### src/hw/rtl/tss_pkg.sv
// Shared types and constants of the task slot scheduler.
// Used by tss_ctrl, tss_dp and task_slot_scheduler; depends on nothing.
package tss_pkg;

   // Defaults of the top level parameters
   localparam int MAX_SLOTS_DEF  = 16;
   localparam int TIME_BITS_DEF  = 48;
   localparam int STAMP_BITS_DEF = 48;

   // Fixed widths of the transaction fields
   localparam int CMD_W        = 3;
   localparam int SLOT_FIELD_W = 5;
   localparam int NOW_W        = 48;
   localparam int DUR_W        = 40;
   localparam int CFG_W        = 5;
   localparam int OUTCOME_W    = 2;
   localparam int CHOSEN_W     = 4;
   localparam int PROM_W       = 5;

   localparam logic [CFG_W-1:0] CFG_RESET = 5'd16;

   // Command codes
   localparam logic [CMD_W-1:0] CMD_RESERVE  = 3'd0;
   localparam logic [CMD_W-1:0] CMD_START    = 3'd1;
   localparam logic [CMD_W-1:0] CMD_SUSPEND  = 3'd2;
   localparam logic [CMD_W-1:0] CMD_TICK     = 3'd3;
   localparam logic [CMD_W-1:0] CMD_DISPATCH = 3'd4;
   localparam logic [CMD_W-1:0] CMD_YIELD    = 3'd5;
   localparam logic [CMD_W-1:0] CMD_FINISH   = 3'd6;

   // Outcome codes
   localparam logic [OUTCOME_W-1:0] OUT_DONE      = 2'd0;
   localparam logic [OUTCOME_W-1:0] OUT_IGNORED   = 2'd1;
   localparam logic [OUTCOME_W-1:0] OUT_CANCELLED = 2'd2;
   localparam logic [OUTCOME_W-1:0] OUT_RANGE     = 2'd3;

   typedef enum logic [2:0] {
      ST_FREE,
      ST_RESERVED,
      ST_READY,
      ST_TIMED,
      ST_RUNNING
   } slot_status_type;

   // Datapath operation requested by the controller
   typedef enum logic [2:0] {
      OP_IDLE,
      OP_LOAD,
      OP_EXEC,
      OP_SELECT,
      OP_COMMIT,
      OP_SUMMARY,
      OP_PUBLISH
   } dp_op_type;

   // Status returned by the datapath
   typedef struct packed {
      logic is_tick;
      logic is_dispatch;
      logic scan_done;
      logic found;
      logic out_free;
   } dp_status_type;

endpackage

### src/hw/rtl/tss_ctrl.sv
// Controller state machine of the task slot scheduler.
// Depends on tss_pkg; drives datapath operations from datapath status.
module tss_ctrl import tss_pkg::*; (
   input  logic          clock,
   input  logic          reset,
   input  logic          req_valid,
   output logic          req_stall,
   input  dp_status_type dp_status,
   output dp_op_type     dp_op
);

   typedef enum logic [2:0] {
      S_IDLE,
      S_EXEC,
      S_SELECT,
      S_COMMIT,
      S_SUMMARY,
      S_PUBLISH
   } state_type;

   state_type state_ff, state_in;

   // Take a new transaction only when idle
   assign req_stall = (state_ff != S_IDLE);

   // Next state and datapath operation
   always_comb begin
      state_in = state_ff;
      dp_op    = OP_IDLE;
      case (state_ff)
         S_IDLE: begin
            if (req_valid) begin
               dp_op    = OP_LOAD;
               state_in = S_EXEC;
            end
         end
         S_EXEC: begin
            dp_op = OP_EXEC;
            if (dp_status.is_tick || dp_status.is_dispatch) begin
               state_in = S_SELECT;
            end else begin
               state_in = S_SUMMARY;
            end
         end
         S_SELECT: begin
            dp_op = OP_SELECT;
            if (dp_status.scan_done) begin
               state_in = dp_status.found ? S_COMMIT : S_SUMMARY;
            end
         end
         S_COMMIT: begin
            dp_op    = OP_COMMIT;
            state_in = dp_status.is_tick ? S_SELECT : S_SUMMARY;
         end
         S_SUMMARY: begin
            dp_op = OP_SUMMARY;
            if (dp_status.scan_done) begin
               state_in = S_PUBLISH;
            end
         end
         S_PUBLISH: begin
            if (dp_status.out_free) begin
               dp_op    = OP_PUBLISH;
               state_in = S_IDLE;
            end
         end
         default: begin
            state_in = S_IDLE;
         end
      endcase
   end

   // Hold state
   always_ff @(posedge clock) begin
      if (reset) begin
         state_ff <= S_IDLE;
      end else begin
         state_ff <= state_in;
      end
   end

endmodule

### src/hw/rtl/tss_dp.sv
// Datapath of the task slot scheduler: slot table, stamps, scan unit and
// result register. Depends on tss_pkg; sequenced by tss_ctrl.
module tss_dp import tss_pkg::*; #(
   parameter int MAX_SLOTS  = MAX_SLOTS_DEF,
   parameter int TIME_BITS  = TIME_BITS_DEF,
   parameter int STAMP_BITS = STAMP_BITS_DEF
) (
   input  logic                    clock,
   input  logic                    reset,
   input  logic [CMD_W-1:0]        req_cmd,
   input  logic [SLOT_FIELD_W-1:0] req_slot,
   input  logic                    req_admit,
   input  logic [NOW_W-1:0]        req_now,
   input  logic [DUR_W-1:0]        req_duration,
   input  logic                    csr_wr_en,
   input  logic [CFG_W-1:0]        csr_wr_data,
   input  dp_op_type               dp_op,
   output dp_status_type           dp_status,
   output logic                    rsp_valid,
   input  logic                    rsp_stall,
   output logic [OUTCOME_W-1:0]    rsp_outcome,
   output logic [CHOSEN_W-1:0]     rsp_chosen_slot,
   output logic                    rsp_chosen_valid,
   output logic [PROM_W-1:0]       rsp_promoted_count,
   output logic                    rsp_positive_wait,
   output logic                    rsp_any_ready,
   output logic                    rsp_any_timed,
   output logic [NOW_W-1:0]        rsp_earliest_deadline
);

   localparam int SLOT_W = (MAX_SLOTS > 1) ? $clog2(MAX_SLOTS) : 1;
   localparam int CNT_W  = $clog2(MAX_SLOTS + 1);
   localparam int CMP_W  = (CNT_W > SLOT_FIELD_W) ? CNT_W : SLOT_FIELD_W;
   localparam int SUM_W  = ((TIME_BITS > DUR_W) ? TIME_BITS : DUR_W) + 1;
   localparam logic [TIME_BITS-1:0] TIME_MAX = '1;

   // Configuration and captured transaction
   logic [CFG_W-1:0]        cfg_ff;
   logic [CMD_W-1:0]        cmd_ff;
   logic [SLOT_FIELD_W-1:0] slot_ff;
   logic                    admit_ff;
   logic [TIME_BITS-1:0]    now_ff;
   logic [DUR_W-1:0]        dur_ff;

   // Slot table
   slot_status_type         status_ff [MAX_SLOTS];
   logic [TIME_BITS-1:0]    deadline_mem [MAX_SLOTS];
   logic [STAMP_BITS-1:0]   rstamp_mem [MAX_SLOTS];
   logic [STAMP_BITS-1:0]   tstamp_mem [MAX_SLOTS];
   logic [STAMP_BITS-1:0]   next_rs_ff;
   logic [STAMP_BITS-1:0]   next_ts_ff;

   // Scan unit
   logic [CNT_W-1:0]        idx_ff;
   logic                    rd_vld_ff;
   logic [SLOT_W-1:0]       rd_idx_ff;
   slot_status_type         rd_st_ff;
   logic [TIME_BITS-1:0]    rd_dl_ff;
   logic [STAMP_BITS-1:0]   rd_rs_ff;
   logic [STAMP_BITS-1:0]   rd_ts_ff;
   logic                    found_ff;
   logic [SLOT_W-1:0]       best_idx_ff;
   logic [TIME_BITS-1:0]    best_dl_ff;
   logic [STAMP_BITS-1:0]   best_st_ff;

   // Result under construction
   logic [OUTCOME_W-1:0]    outcome_ff;
   logic [SLOT_W-1:0]       chosen_ff;
   logic                    chosen_vld_ff;
   logic [CNT_W-1:0]        prom_ff;
   logic                    pos_ff;
   logic                    any_ready_ff;
   logic                    any_timed_ff;
   logic [TIME_BITS-1:0]    earliest_ff;

   // Result register
   logic                    rsp_valid_ff;
   logic [OUTCOME_W-1:0]    rsp_outcome_ff;
   logic [CHOSEN_W-1:0]     rsp_chosen_ff;
   logic                    rsp_chosen_vld_ff;
   logic [PROM_W-1:0]       rsp_prom_ff;
   logic                    rsp_pos_ff;
   logic                    rsp_any_ready_ff;
   logic                    rsp_any_timed_ff;
   logic [NOW_W-1:0]        rsp_earliest_ff;

   logic [CMP_W-1:0]        n_cmp;
   logic [CNT_W-1:0]        n_use;
   logic [SLOT_W-1:0]       slot_idx;
   logic                    slot_cmd;
   logic                    slot_bad;
   logic                    is_tick;
   logic                    is_dispatch;
   logic                    scan_more;
   logic                    scan_done;
   logic [SLOT_W-1:0]       rd_addr;
   logic                    rd_en;
   logic [SUM_W-1:0]        wake_sum;
   logic [TIME_BITS-1:0]    wake_time;
   logic                    due;
   logic                    sel_hit;
   logic [STAMP_BITS-1:0]   cand_st;
   logic                    st_we;
   logic [SLOT_W-1:0]       wr_addr;
   slot_status_type         st_wval;
   logic                    rs_we;
   logic                    tm_we;
   logic [OUTCOME_W-1:0]    ex_outcome;
   logic                    ex_pos;
   logic                    out_free;

   // Count in use and range check
   assign n_cmp = (CMP_W'(cfg_ff) > CMP_W'(MAX_SLOTS)) ? CMP_W'(MAX_SLOTS) : CMP_W'(cfg_ff);
   assign n_use = CNT_W'(n_cmp);
   assign slot_idx = SLOT_W'(slot_ff);
   assign slot_cmd = (cmd_ff == CMD_RESERVE) || (cmd_ff == CMD_START) ||
                     (cmd_ff == CMD_SUSPEND) || (cmd_ff == CMD_YIELD) ||
                     (cmd_ff == CMD_FINISH);
   assign slot_bad = slot_cmd && (CMP_W'(slot_ff) >= n_cmp);
   assign is_tick     = (cmd_ff == CMD_TICK);
   assign is_dispatch = (cmd_ff == CMD_DISPATCH);

   // Scan progress
   assign scan_more = (idx_ff < n_use);
   assign scan_done = !scan_more && !rd_vld_ff;
   assign out_free  = !rsp_valid_ff || !rsp_stall;

   assign dp_status.is_tick     = is_tick;
   assign dp_status.is_dispatch = is_dispatch;
   assign dp_status.scan_done   = scan_done;
   assign dp_status.found       = found_ff;
   assign dp_status.out_free    = out_free;

   // Single table read port: addressed slot on load, scan index otherwise
   assign rd_addr = (dp_op == OP_LOAD) ? SLOT_W'(req_slot) : idx_ff[SLOT_W-1:0];
   assign rd_en   = (dp_op == OP_LOAD) ||
                    (((dp_op == OP_SELECT) || (dp_op == OP_SUMMARY)) && scan_more);

   // Saturating wake time for suspend
   assign wake_sum  = SUM_W'(now_ff) + SUM_W'(dur_ff);
   assign wake_time = (wake_sum > SUM_W'(TIME_MAX)) ? TIME_MAX : wake_sum[TIME_BITS-1:0];

   // Candidate compare for tick (earliest due) and dispatch (oldest ready)
   assign due = (rd_st_ff == ST_TIMED) && (rd_dl_ff <= now_ff);
   assign cand_st = is_tick ? rd_ts_ff : rd_rs_ff;
   always_comb begin
      if (is_tick) begin
         sel_hit = due && (!found_ff || (rd_dl_ff < best_dl_ff) ||
                   ((rd_dl_ff == best_dl_ff) && (rd_ts_ff < best_st_ff)));
      end else begin
         sel_hit = (rd_st_ff == ST_READY) && (!found_ff || (rd_rs_ff < best_st_ff));
      end
   end

   // Table write decode for execute and commit
   always_comb begin
      st_we      = 1'b0;
      st_wval    = ST_FREE;
      rs_we      = 1'b0;
      tm_we      = 1'b0;
      ex_outcome = OUT_IGNORED;
      ex_pos     = 1'b0;
      wr_addr    = slot_idx;
      if (dp_op == OP_COMMIT) begin
         wr_addr = best_idx_ff;
         st_we   = 1'b1;
         if (is_tick) begin
            st_wval = ST_READY;
            rs_we   = 1'b1;
         end else begin
            st_wval = ST_RUNNING;
         end
      end else if (dp_op == OP_EXEC) begin
         if (slot_bad) begin
            ex_outcome = OUT_RANGE;
         end else begin
            case (cmd_ff)
               CMD_RESERVE: begin
                  if (rd_st_ff == ST_FREE) begin
                     st_we      = 1'b1;
                     st_wval    = ST_RESERVED;
                     ex_outcome = OUT_DONE;
                  end
               end
               CMD_START: begin
                  if (rd_st_ff == ST_RESERVED) begin
                     st_we = 1'b1;
                     if (admit_ff) begin
                        st_wval    = ST_READY;
                        rs_we      = 1'b1;
                        ex_outcome = OUT_DONE;
                     end else begin
                        st_wval    = ST_FREE;
                        ex_outcome = OUT_CANCELLED;
                     end
                  end
               end
               CMD_SUSPEND: begin
                  if ((rd_st_ff == ST_RUNNING) && (dur_ff != '0)) begin
                     st_we      = 1'b1;
                     st_wval    = ST_TIMED;
                     tm_we      = 1'b1;
                     ex_pos     = (wake_time > now_ff);
                     ex_outcome = OUT_DONE;
                  end
               end
               CMD_YIELD: begin
                  if (rd_st_ff == ST_RUNNING) begin
                     st_we      = 1'b1;
                     st_wval    = ST_READY;
                     rs_we      = 1'b1;
                     ex_outcome = OUT_DONE;
                  end
               end
               CMD_FINISH: begin
                  if (rd_st_ff == ST_RUNNING) begin
                     st_we      = 1'b1;
                     st_wval    = ST_FREE;
                     ex_outcome = OUT_DONE;
                  end
               end
               default: begin
                  ex_outcome = OUT_IGNORED;
               end
            endcase
         end
      end
   end

   // Hold slot status, stamp counters and configuration
   always_ff @(posedge clock) begin
      if (reset) begin
         for (int i = 0; i < MAX_SLOTS; i++) begin
            status_ff[i] <= ST_FREE;
         end
         next_rs_ff <= '0;
         next_ts_ff <= '0;
         cfg_ff     <= CFG_RESET;
      end else begin
         if (st_we) begin
            status_ff[wr_addr] <= st_wval;
         end
         if (rs_we) begin
            next_rs_ff <= next_rs_ff + 1'b1;
         end
         if (tm_we) begin
            next_ts_ff <= next_ts_ff + 1'b1;
         end
         if (csr_wr_en) begin
            cfg_ff <= csr_wr_data;
         end
      end
   end

   // Write deadline and stamp stores
   always_ff @(posedge clock) begin
      if (rs_we) begin
         rstamp_mem[wr_addr] <= next_rs_ff;
      end
      if (tm_we) begin
         deadline_mem[wr_addr] <= wake_time;
         tstamp_mem[wr_addr]   <= next_ts_ff;
      end
   end

   // Registered table read
   always_ff @(posedge clock) begin
      if (rd_en) begin
         rd_idx_ff <= rd_addr;
         rd_st_ff  <= status_ff[rd_addr];
         rd_dl_ff  <= deadline_mem[rd_addr];
         rd_rs_ff  <= rstamp_mem[rd_addr];
         rd_ts_ff  <= tstamp_mem[rd_addr];
      end
   end

   // Capture transaction
   always_ff @(posedge clock) begin
      if (dp_op == OP_LOAD) begin
         cmd_ff   <= req_cmd;
         slot_ff  <= req_slot;
         admit_ff <= req_admit;
         now_ff   <= TIME_BITS'(req_now);
         dur_ff   <= req_duration;
      end
   end

   // Scan index and pipeline valid; rewind the index once the last read drained
   always_ff @(posedge clock) begin
      if (reset) begin
         idx_ff    <= '0;
         rd_vld_ff <= 1'b0;
      end else begin
         case (dp_op)
            OP_SELECT, OP_SUMMARY: begin
               rd_vld_ff <= scan_more;
               if (scan_more) begin
                  idx_ff <= idx_ff + 1'b1;
               end else if (!rd_vld_ff) begin
                  idx_ff <= '0;
               end
            end
            OP_EXEC, OP_COMMIT: begin
               rd_vld_ff <= 1'b0;
               idx_ff    <= '0;
            end
            default: begin
               rd_vld_ff <= 1'b0;
            end
         endcase
      end
   end

   // Build the result
   always_ff @(posedge clock) begin
      case (dp_op)
         OP_EXEC: begin
            outcome_ff    <= ex_outcome;
            pos_ff        <= ex_pos;
            chosen_ff     <= '0;
            chosen_vld_ff <= 1'b0;
            prom_ff       <= '0;
            found_ff      <= 1'b0;
            any_ready_ff  <= 1'b0;
            any_timed_ff  <= 1'b0;
            earliest_ff   <= TIME_MAX;
         end
         OP_SELECT: begin
            if (rd_vld_ff && sel_hit) begin
               found_ff    <= 1'b1;
               best_idx_ff <= rd_idx_ff;
               best_dl_ff  <= rd_dl_ff;
               best_st_ff  <= cand_st;
            end
         end
         OP_COMMIT: begin
            found_ff   <= 1'b0;
            outcome_ff <= OUT_DONE;
            if (is_tick) begin
               prom_ff <= prom_ff + 1'b1;
            end else begin
               chosen_ff     <= best_idx_ff;
               chosen_vld_ff <= 1'b1;
            end
         end
         OP_SUMMARY: begin
            if (rd_vld_ff) begin
               if (rd_st_ff == ST_READY) begin
                  any_ready_ff <= 1'b1;
               end
               if (rd_st_ff == ST_TIMED) begin
                  any_timed_ff <= 1'b1;
                  if (rd_dl_ff < earliest_ff) begin
                     earliest_ff <= rd_dl_ff;
                  end
               end
            end
         end
         default: begin
         end
      endcase
   end

   // Result register handshake
   always_ff @(posedge clock) begin
      if (reset) begin
         rsp_valid_ff <= 1'b0;
      end else if (dp_op == OP_PUBLISH) begin
         rsp_valid_ff <= 1'b1;
      end else if (!rsp_stall) begin
         rsp_valid_ff <= 1'b0;
      end
   end

   // Load result payload
   always_ff @(posedge clock) begin
      if (dp_op == OP_PUBLISH) begin
         rsp_outcome_ff    <= outcome_ff;
         rsp_chosen_ff     <= CHOSEN_W'(chosen_ff);
         rsp_chosen_vld_ff <= chosen_vld_ff;
         rsp_prom_ff       <= PROM_W'(prom_ff);
         rsp_pos_ff        <= pos_ff;
         rsp_any_ready_ff  <= any_ready_ff;
         rsp_any_timed_ff  <= any_timed_ff;
         rsp_earliest_ff   <= NOW_W'(earliest_ff);
      end
   end

   assign rsp_valid             = rsp_valid_ff;
   assign rsp_outcome           = rsp_outcome_ff;
   assign rsp_chosen_slot       = rsp_chosen_ff;
   assign rsp_chosen_valid      = rsp_chosen_vld_ff;
   assign rsp_promoted_count    = rsp_prom_ff;
   assign rsp_positive_wait     = rsp_pos_ff;
   assign rsp_any_ready         = rsp_any_ready_ff;
   assign rsp_any_timed         = rsp_any_timed_ff;
   assign rsp_earliest_deadline = rsp_earliest_ff;

endmodule

### src/hw/rtl/task_slot_scheduler.sv
// Task slot scheduler top level: controller and datapath.
// Depends on tss_pkg, tss_ctrl and tss_dp.
//
// Usage: one command transaction enters on the req_ channel (valid/stall)
// and produces exactly one result transaction on the rsp_ channel.
// csr_wr_en/csr_wr_data set the number of slots in use; write only while
// the block is idle. Reset (synchronous) frees every slot, clears both
// stamp counters and sets the slots in use to 16.
// Sequence after accept: every scan reads one slot per cycle through the
// single table read port. Reserve, start, suspend, yield, finish and
// unknown commands run execute, one summary scan and publish. Dispatch
// adds a selection scan before the summary, with a commit when a slot is
// dispatched. Tick runs one selection scan per promoted slot, each
// followed by a commit, plus a final empty one before the summary.
// One transaction is processed at a time; req_stall is high from accept
// until the result is loaded into the output register. A finished result
// waits in that register while rsp_stall is high, and the next command is
// accepted meanwhile; its own result waits until the register is free.
module task_slot_scheduler import tss_pkg::*; #(
   parameter int MAX_SLOTS  = MAX_SLOTS_DEF,
   parameter int TIME_BITS  = TIME_BITS_DEF,
   parameter int STAMP_BITS = STAMP_BITS_DEF
) (
   input  logic                    clock,
   input  logic                    reset,
   input  logic                    req_valid,
   output logic                    req_stall,
   input  logic [CMD_W-1:0]        req_cmd,
   input  logic [SLOT_FIELD_W-1:0] req_slot,
   input  logic                    req_admit,
   input  logic [NOW_W-1:0]        req_now,
   input  logic [DUR_W-1:0]        req_duration,
   output logic                    rsp_valid,
   input  logic                    rsp_stall,
   output logic [OUTCOME_W-1:0]    rsp_outcome,
   output logic [CHOSEN_W-1:0]     rsp_chosen_slot,
   output logic                    rsp_chosen_valid,
   output logic [PROM_W-1:0]       rsp_promoted_count,
   output logic                    rsp_positive_wait,
   output logic                    rsp_any_ready,
   output logic                    rsp_any_timed,
   output logic [NOW_W-1:0]        rsp_earliest_deadline,
   input  logic                    csr_wr_en,
   input  logic [CFG_W-1:0]        csr_wr_data
);

   dp_op_type     dp_op;
   dp_status_type dp_status;

   // Sequencer
   tss_ctrl u_ctrl (
      .clock     (clock),
      .reset     (reset),
      .req_valid (req_valid),
      .req_stall (req_stall),
      .dp_status (dp_status),
      .dp_op     (dp_op)
   );

   // Slot table and scan datapath
   tss_dp #(
      .MAX_SLOTS  (MAX_SLOTS),
      .TIME_BITS  (TIME_BITS),
      .STAMP_BITS (STAMP_BITS)
   ) u_dp (
      .clock                 (clock),
      .reset                 (reset),
      .req_cmd               (req_cmd),
      .req_slot              (req_slot),
      .req_admit             (req_admit),
      .req_now               (req_now),
      .req_duration          (req_duration),
      .csr_wr_en             (csr_wr_en),
      .csr_wr_data           (csr_wr_data),
      .dp_op                 (dp_op),
      .dp_status             (dp_status),
      .rsp_valid             (rsp_valid),
      .rsp_stall             (rsp_stall),
      .rsp_outcome           (rsp_outcome),
      .rsp_chosen_slot       (rsp_chosen_slot),
      .rsp_chosen_valid      (rsp_chosen_valid),
      .rsp_promoted_count    (rsp_promoted_count),
      .rsp_positive_wait     (rsp_positive_wait),
      .rsp_any_ready         (rsp_any_ready),
      .rsp_any_timed         (rsp_any_timed),
      .rsp_earliest_deadline (rsp_earliest_deadline)
   );

endmodule
### config.mk
export PLATFORM = sky130hd
export DESIGN_NAME = task_slot_scheduler
export DESIGN_NICKNAME = d
export VERILOG_FILES = /design/src/hw/rtl/tss_pkg.sv /design/src/hw/rtl/tss_ctrl.sv /design/src/hw/rtl/tss_dp.sv /design/src/hw/rtl/task_slot_scheduler.sv
export SDC_FILE = /design/constraint.sdc
export NUM_CORES = 2
export LEC_CHECK = 0
export BUFFER_PORTS_ARGS = -buffer_cell sky130_fd_sc_hd__buf_2
export CAP_MARGIN = 20
export CORE_AREA = 5 5 488 490
export CTS_BUF_LIST = sky130_fd_sc_hd__clkbuf_4
export CTS_CLUSTER_DIAMETER = 40
export CTS_CLUSTER_SIZE = 8
export DETAILED_ROUTE_END_ITERATION = 16
export DIE_AREA = 0 0 493 495
export GPL_TIMING_DRIVEN = 0
export HOLD_SLACK_MARGIN = 0.15
export PLACE_DENSITY_LB_ADDON = 0.08
export SYNTH_ARGS = -nofsm -noshare
export SYNTH_HDL_FRONTEND = slang
export SYNTH_SLANG_ARGS = --single-unit
### constraint.sdc
create_clock -name clock -period 13.5 [get_ports clock]
set_input_delay 1.35 -clock clock [delete_from_list [all_inputs] [get_ports clock]]
set_output_delay 1.35 -clock clock [all_outputs]
set_load 0.005 [all_outputs]
==> results by group <==
Worst setup path
  • WP buf/inv: 2
  • CP startpoint kind: register
  • WS Path Type: register to register
  • Critical path endpoint category: register
  • Crit-path most repeated cell: nand2_1
  • Worst Reg-to-Reg Cells: 23
  • Arr. time, crit path: 9410 ps
  • Critical-path top delay cell: a211oi_1
  • Req. time, crit path: 14620 ps
  • Reg2Reg Setup Slack: 5210 ps
  • RR Endpoint: u_dp.pos_ff
  • Max incr delay on CP: 770 ps
  • CP Launch Point: u_dp.now_ff[0]
  • R2R Path Start: u_dp.now_ff[0]
  • Critical path's top delay family: compound AO/OA/AOI/OAI gates
  • Crit-path max FO: 17
  • Worst path cell trace: ha_1 -> inv_1 -> fa_1 -> nand2b_1 -> a2111oi_2 -> o31ai_1 -> a31oi_1 -> o21ai_1 -> nand2_1 -> a21oi_2 -> o21ai_4 -> nand2_1 -> clkbuf_1 -> nand2_1 -> ha_1 -> nand3_1 -> nor2_1 -> nand4_1 -> nor4_1 -> nor2b_1 -> a2111oi_0 -> a211o_1 -> a211oi_1

Route
  • DR DRC count: 0
  • Routed length per placed instance: approximately 26 um
  • Post-Route WL: about 370000 um
  • Vias per cell: 5.935
  • DR vias: 82775
  • TritonRoute pass-1 iters: 6
  • DRT antenna net count: 0
  • Drt initial violations: 8363

Power
  • Pwr per Cell Area: 185.3 nW/um2
  • PnR Total Power: about 25 mW
  • VDD IR max: 0.1116 mV
  • Lkg Pwr: just under 50 nW

Floorplanning
  • Core area: 233600 um2
  • I/O pin cnt: roughly 170
  • Row cnt: 178
  • Starting Density: 52.54%
  • Die Wd: ~490 um
  • Die area: 244000 um2
  • Die H: 495 um

Logic synthesis
  • Syn_area_per_cell: between 10 and 15 um2
  • Top cells by count, synth: edfxtp_1, nand2_1, nand3_1
  • Yosys top cell by area: edfxtp_1
  • EDFF count, synth: 2827
  • Sequential fraction of the synthesis area: 70.96%
  • Post-synth top flop: edfxtp_1
  • Post-synth ARST share: 0%
  • Most common cell in the netlist: edfxtp_1
  • Cell variety after synth: 79
  • Synth warn: 0
  • Yosys top cell area share: about 70%
  • Mapped cell area: approximately 120000 um2
  • Syn_nets: 10143
  • Top cells by area, synth: edfxtp_1, nand2_1, nand3_1
  • Gate Count Post-Synth: 9705
  • Synth Register Bits: 2938

Global routing
  • Vias in the first global route: 80299
  • GRT met3 Usage: 5.570%
  • Initial antenna violation count: 35
  • Total global routing overflow: 0
  • Met1 Use GR: 39.21%
  • Overall Global Routing Usage: 29.34%
  • Gr busiest metal: met2
  • Met2 Use GR: 46.53%
  • Largest net degree at the start of global routing: 54
  • First-pass GRT wire length: 528900 um

Placed design
  • Placed wire-length estimate after detailed placement: 262800 um
  • GP Congestion: approximately 0.94
  • Placed insts: between 10000 and 15000
  • Area after DPL: 130300 um2
  • Port buffer count: 169

STA
  • Clock Skews: ~89 ps
  • Worst slew margin: 15.90%
  • Period utilization: about three fifths
  • RSZ-0062 raised after global routing: false
  • Pins Over Slew Limit: 0
  • Minimum clock period: ~8300 ps
  • Final hold slack: 288.9 ps
  • Fin. Hold Viols: 0
  • Setup_tns: 0 ps
  • Max Clk Rate: approximately 0.12 GHz
  • Worst Tran Pin Value: 1261 ps
  • Endpoints failing setup: 0

Min path
  • Min-delay src: rsp_stall
  • HP Class: input port to register
  • Worst hold stages: 3
  • Hold Path End: u_dp.rsp_valid

Status
  • Status: finished, final reports clean

Clocking
  • CTS buffer count: 470
  • Post-CTS Setup Inserts: 0
  • CTS clock-pin slew for the worst setup and hold paths: ~90 ps
  • Root buffer cell: clkbuf_4
  • CTS tree: yes
  • Htree depth: 5
  • Sinks on Clock Net: a little under 3000
  • Clock Path Buffers: 4
  • Clock latency on the worst-skew pair: 1490 ps
  • Resize count post-CTS: 0

Finish
  • Share of layout cells above drive strength 1: 11.59%
  • Layout filler cell count: 18717
  • Layout Nets: 11014
  • P&R area growth vs syn: 11.85%
  • Final instance area: roughly 140000 um2
  • Cell Count, Final, Fillers Out: 13946

Run
  • Max-Cap Viols: 0
[cells by family (layout without fill, tap and decap cells)]
group / count (synthesis) / after routing / share of synthesized area, %
AO/OA/AOI/OAI: 925 / 925 / 5.399
XOR/XNOR: 112 / 112 / 0.7991
AND/OR/NAND/NOR: 4545 / 4545 / 16.34
flip-flops: 2938 / 2938 / 70.96
adder cells (fa/ha/maj): 331 / 331 / 3.380
other: 0 / 29 / 0
multiplexers: 62 / 62 / 0.5586
buffers and inverters: 792 / 1944 / 2.555
[report_power, final]
group / switching (mW) / internal [mW] / total [mW] / leakage (nW)
combinational: 5.74 / 2.23 / 7.98 / 19.4
sequential: 0.467 / 11.3 / 11.7 / 26.7
clock: 3.15 / 2.56 / 5.71 / 3.43
total: 9.36 / 16.1 / 25.4 / 49.6
[worst max path at each step]
stage                                    to  slack [ps]  cells after the start
after CTS                       u_dp.pos_ff        5130                     22
after global routing            u_dp.pos_ff        4930                     23
after global placement    u_dp.rd_dl_ff[45]       -5840                      3
after floorplan            u_dp.rd_dl_ff[0]         670                      2
final                           u_dp.pos_ff        5210                     23
after detailed placement        u_dp.pos_ff        5230                     22
[through the flow]
stage | util (%) | worst slack, ps
after global routing | 58.75 | 4934
after CTS | 58.72 | 5126
final | 58.77 | 5209
after floorplan | - | 670.8
after global placement | 54.54 | -5840
after detailed placement | 55.78 | 5233
[what timing repair did]
item / CTS / global route
hold buffers: 101 / 0
hold endpoints to repair: 101 / 0
endpoints found under the setup margin: 0 / 0
[sequential cells by signal (all words and copies together) (netlist names), 40 cells and up]
signal and cells:
u_dp.next_ts_ff 48, u_dp.earliest_ff 48, u_dp.deadline_mem 768, u_dp.tstamp_mem 768, u_dp.best_st_ff 48, u_dp.status_ff 48
u_dp.best_dl_ff 48, u_dp.rstamp_mem 768, u_dp.rsp_earliest_deadline 48, u_dp.rd_rs_ff 48, u_dp.next_rs_ff 48, u_dp.rd_dl_ff 48
u_dp.rd_ts_ff 48, u_dp.now_ff 48, u_dp.dur_ff 40
[final cells by class]
cell class | count | area [um2] | share of cell area, %
Sequential cell | 2938 | 87110 | 63.45
Multi-Input combinational cell | 5975 | 32800 | 23.89
Clock buffer | 618 | 4639 | 3.379
Timing Repair Buffer | 399 | 4457 | 3.246
Tap cell | 3060 | 3829 | 2.788
Buffer | 562 | 2308 | 1.681
Clock inverter | 135 | 1219 | 0.8876
Inverter | 230 | 863.3 | 0.6288
Antenna cell | 29 | 72.57 | 0.05285
[worst reg2reg max path: stages, from the launching register on]
cell and delay [ps]:
edfxtp_1 470, ha_1 260, inv_1 80, fa_1 200
nand2b_1 210, a2111oi_2 110, o31ai_1 440, a31oi_1 240
o21ai_1 390, nand2_1 210, a21oi_2 340, o21ai_4 250
nand2_1 440, clkbuf_1 540, nand2_1 580, ha_1 470
nand3_1 60, nor2_1 180, nand4_1 330, nor4_1 510
nor2b_1 440, a2111oi_0 140, a211o_1 280, a211oi_1 770
[metal layers]
layer	vias to the layer above	part of all wire, %
met5	-	0.0036
met4	2	5.2
met3	808	8.2
met2	3688	46
met1	40670	40
li1	37607	-
[cells in the final DEF (no fill, tap or decap), drive strengths merged, types with 9 or more instances in the layout]
| cell | netlist | layout |
|---|---|---|
| xnor2 | 51 | 51 |
| or3 | 16 | 16 |
| and4 | 17 | 17 |
| inv | 228 | 232 |
| nor4 | 24 | 24 |
| mux2 | 52 | 52 |
| nand3b | 9 | 9 |
| a2111oi | 10 | 10 |
| nor2b | 33 | 33 |
| clkinv | 2 | 98 |
| nand2b | 67 | 67 |
| ha | 330 | 330 |
| a21oi | 141 | 141 |
| o211ai | 17 | 17 |
| xor2 | 61 | 61 |
| bufinv | 0 | 23 |
| dlygate4sd3 | 0 | 101 |
| a31oi | 152 | 152 |
| edfxtp | 2827 | 2827 |
| diode | 0 | 29 |
| o31ai | 12 | 12 |
| clkinvlp | 0 | 12 |
| or4 | 9 | 9 |
| buf | 137 | 435 |
| nand2 | 2545 | 2545 |
| o21ai | 109 | 109 |
| and3 | 182 | 182 |
| mux2i | 10 | 10 |
| o21a | 17 | 17 |
| a21o | 108 | 108 |
| dfxtp | 111 | 111 |
| nand3 | 1241 | 1241 |
| nand4 | 85 | 85 |
| clkbuf | 425 | 1043 |
| a311oi | 298 | 298 |
| a211oi | 19 | 19 |
| nor3 | 91 | 91 |
| nor2 | 204 | 204 |
Power figures use the tool's default switching activity.
